`src/rtl/core/ffha_ram.sv`:
```
`default_nettype none
module ffha_ram #(
  parameter int WIDTH = 8,
  parameter int DEPTH = 16
) (
  input  wire logic                     clk,
  input  wire logic                     we,
  input  wire logic [$clog2(DEPTH)-1:0] waddr,
  input  wire logic [WIDTH-1:0]         wdata,
  input  wire logic                     re,
  input  wire logic [$clog2(DEPTH)-1:0] raddr,
  output logic      [WIDTH-1:0]         rdata
);

  logic [WIDTH-1:0] mem_r [DEPTH];
  logic [WIDTH-1:0] rdata_r;

  always_ff @(posedge clk) begin
    if (we) begin
      mem_r[waddr] <= wdata;
    end
    if (re) begin
      rdata_r <= mem_r[raddr];
    end
  end

  assign rdata = rdata_r;

endmodule
`default_nettype wire

```
`config.mk`:
```
export PLATFORM = sky130hd
export DESIGN_NAME = ffha_ram
export DESIGN_NICKNAME = d
export VERILOG_FILES = /design/src/rtl/core/ffha_ram.sv
export SDC_FILE = /design/constraint.sdc
export NUM_CORES = 1
export LEC_CHECK = 0
export BUFFER_PORTS_ARGS = -buffer_cell sky130_fd_sc_hd__buf_2
export CAP_MARGIN = 10
export CORE_ASPECT_RATIO = 0.6
export CORE_UTILIZATION = 47
export CTS_CLUSTER_DIAMETER = 40
export DETAILED_ROUTE_END_ITERATION = 8
export PLACE_DENSITY_LB_ADDON = 0.08
export REMOVE_ABC_BUFFERS = 1
export SYNTH_ARGS = -nofsm -noshare
export SYNTH_HDL_FRONTEND = slang
export SYNTH_SLANG_ARGS = --single-unit
```
`constraint.sdc`:
```
create_clock -name clk -period 3 [get_ports clk]
set_clock_uncertainty 0.15 [all_clocks]
set_input_delay 0.6 -clock clk [delete_from_list [all_inputs] [get_ports clk]]
set_output_delay 0.6 -clock clk [all_outputs]
set_load 0.01 [all_outputs]
```
=== After elaboration in Yosys (flattened, before gate mapping) ===
Memories as Yosys holds them, arrays and structs flattened. A register that Yosys moved wholly into a read port is not among the register bits.
Index checks and enable logic that the tools add are counted.

* Register bits: 0
* RAM bits: 128
* Output and inout port bits: 8
* Word-level logic and storage cells: 3
* Memories kept: 1

{| class="wikitable"
|+ Memory list
! memory !! depth !! bits a word !! rd ports !! clocked after memory_dff !! write ports !! line !! RTL
|-
| mem_r || 16 || 8 || 1 || 1 || 1 || 15 || <nowiki>logic [WIDTH-1:0] mem_r [DEPTH];</nowiki>
|}

* Multiplexer cells: 2

{| class="wikitable"
|+ Operators with widths
! operator !! number
|-
| 1-bit 2-to-1 mux || 2
|}

=== Depth between registers and ports, before layout ===
* Depth after elaboration: 2
* Gate-level depth with buffers: 5
* Depth with buffers taken out: 3

=== Worst setup path before layout ===
Ideal clock, no wire load.

* Path type: input-to-reg
* From: input port waddr[2]
* To: memory mem_r[0][0], enable pin
* Arrival: 1710 ps
* Data required time: 2467 ps
* Setup slack: 757 ps
* Cell stages on the path: 2
* Buffers on the path: 0
* Cell sequence: or3b_2 > nor3_1

{| class="wikitable"
|+ RTL lines
! item !! line !! RTL
|-
| from (decl) || 8 || <nowiki>input wire logic [$clog2(DEPTH)-1:0] waddr,</nowiki>
|-
| to (decl) || 15 ||
|}

No word-level cell before the write port.

==> results.tsv <==
metric	value	unit
status	finished with violations	
failing checks	DRC	
estimated wirelength of the detail-placed design	6.57	mm
CTS H-Tree Depth	4	
io pins	27	
RSZ-0062 raised after global routing	false	
I/O Buffers	26	
total negative slack	0	ps
DRC viols	4	
Worst-Margin Slew	830	ps
top cell type's share of synthesized area	78.1	%
n_diodes	0	
Crit Path Max Fanout	32	
CTS buffer count	17	
pwr/cell area	698	mW/mm^2
Leak	2.09	nW
vias in the first global route	2581	
Resized Gates After CTS	0	
Synth area leader	edfxtp_1	
number of max-cap violations	0	
reg2reg path depth	3	
FP Rows	29	
clock sink count	136	
met3 Use GR	5.22	%
post-synthesis cell area	0.00523	mm^2
CTS tree	done	
WP data arrival	1910	ps
GR Layer Usage met1	28.7	%
layout cell share with drive strength beyond 1	31.5	%
Seq/Total Area, Yosys	78.1	%
Iteration-0 DRC Markers	164	
Die Ht	83.7	um
Worst-path clk slew	60	ps
crit-path cells	buf_2 > buf_12 > mux4_1 > a22oi_1 > nand2_1	
number of warnings issued by yosys	0	
DR vias	2451	
fmax	526	MHz
Final Cycle Share	63.4	%
Clk pwr share	45.7	%
Tmin final	1900	ps
Synth-to-Final Area Change	18.2	%
nets	304	
Cell variety after synth	18	
Avg WL per Cell	22.9	um
Final Hold Viols	0	
CTS Root Cell	clkbuf_16	
Worst setup SP type	primary input	
Starting Density	48.8	%
gr usage total	19.6	%
sequential power share	49.9	%
P_sw	0.874	mW
Hold Path Class	in -> reg	
slowest stage delay, CP	600	ps
initial antenna violation count	0	
CP max-delay cell	mux4_1	
largest net degree at the start of global routing	33	
Final Core Density	57.7	%
Crit Path Category	in -> reg	
vias per cell	5.61	
GPL Wtd Cong	0.770	
# setup viols final	0	
Area contributors post-synth	edfxtp_1 (78%), mux4_2 (7.8%), mux4_1 (7.0%)	
Yosys reg bits	136	
VDD IR max	0.000351	V
Slew HR	44.5	%
grt total ovfl	0	
clock buffer depth	2	
GR Util met2	27.2	%
CP endpoint kind	flip-flop	
switching portion of total power	20.3	%
Hold Crit Depth	1	
Die W	138	um
post-route ant nets	0	
average size of a mapped cell	22.8	um^2
Worst-Skew Late Latency	410	ps
Slew Limit Fails	0	
Hold-fix buffers, CTS	0	
Comb pwr share	4.5	%
post-synthesis cell count	229	
Setup Fix Bufs, Post-CTS	0	
final wirelength	10.0	mm
core area	0.0107	mm^2
DR pass1 iterations	6	
die area	0.0116	mm^2
first-pass GRT wire length	15.6	mm
Critical Path RT	3000	ps
grt peak-use layer	met1	
internal power	3.44	mW
worst paths after layout:
| kind | startpoint | to | slack [ps] |
|---|---|---|---|
| worst max-delay path | raddr[0] | rdata[1]$_DFFE_PP_ | 1100 |
| worst min-delay path | wdata[6] | mem_r[8][6]$_DFFE_PP_ | 420 |
| worst max register to register | mem_r[11][0]$_DFFE_PP_ | rdata[0]$_DFFE_PP_ | 1350 |
| worst min register to register | mem_r[7][2]$_DFFE_PP_ | rdata[2]$_DFFE_PP_ | 610 |
metal layers:
| layer | up-vias | wire length, um |
|---|---|---|
| met5 | - | 0 |
| met4 | 0 | 129 |
| met3 | 10 | 579 |
| met2 | 71 | 4450 |
| met1 | 1274 | 4850 |
| li1 | 1096 | - |
cell usage after synthesis (all sizes together):
| cell | number |
|---|---|
| nor3 | 4 |
| edfxtp | 136 |
| nor2b | 1 |
| clkdlybuf4s25 | 3 |
| nand2 | 9 |
| nand2b | 2 |
| and2 | 1 |
| nor2 | 13 |
| nand3 | 1 |
| or3b | 1 |
| and2b | 1 |
| buf | 7 |
| mux4 | 32 |
| a22oi | 16 |
| nand3b | 2 |
kinds of logic (layout without fill, tap and decap cells):
logic type             after synthesis  in the layout  share of synthesized area (%)
DFF                                136            136                           78.1
and+or+nand+nor                     35             35                           3.14
muxes                               32             32                           14.8
AOI/OAI and AO/OA                   16             16                           2.30
buffers and inverters               10             79                           1.65
metrics by stage:
| stage | total power, mW | setup slack (ps) | hold WS [ps] | instance area, um^2 | instances |
|---|---|---|---|---|---|
| after floorplan | 2.28 | 757 | 549 | 5140 | 219 |
| after global placement | 2.39 | 671 | 591 | 5620 | 405 |
| after detailed placement | 2.39 | 651 | 594 | 5620 | 405 |
| after CTS | 4.35 | 1060 | 411 | 6180 | 437 |
| after global routing | 4.45 | 974 | 422 | 6180 | 437 |
| final | 4.31 | 1100 | 422 | 6180 | 437 |
final cells by class:
| class | instances | area, um^2 |
|---|---|---|
| Fill cell | 777 | 4520 |
| Clock buffer | 20 | 437 |
| Clock inverter | 12 | 129 |
| Multi-Input combinational cell | 83 | 1060 |
| Sequential cell | 136 | 4080 |
| Timing Repair Buffer | 47 | 300 |
| Tap cell | 139 | 174 |
registers in the layout, summed over array words and instances (netlist names):
signal	count
rdata	8
mem_r	128
worst max-delay path: cells and delay by family:
kind / cells / cell delay (ps)
compound gates: 1 / 260
mux: 1 / 600
simple gates: 1 / 90
buf+inv: 2 / 340
layout by cell type, fill, tap and decap left out, types with 4 or more instances in the layout:
master,instances
a22oi_1,16
buf_2,26
buf_4,20
clkbuf_16,17
clkinvlp_4,5
edfxtp_1,136
mux4_1,14
mux4_2,18
nand2_1,9
nor2_1,13
nor3_1,4
power by group through the flow:
stage	combinational [mW]	sequential [mW]	clock, mW
after floorplan	0.0854	2.19	0
after global placement	0.195	2.19	0
after global routing	0.212	2.16	2.08
after CTS	0.197	2.15	2.00
after detailed placement	0.197	2.19	0
final	0.192	2.15	1.97
Power figures use the tool's default switching activity.
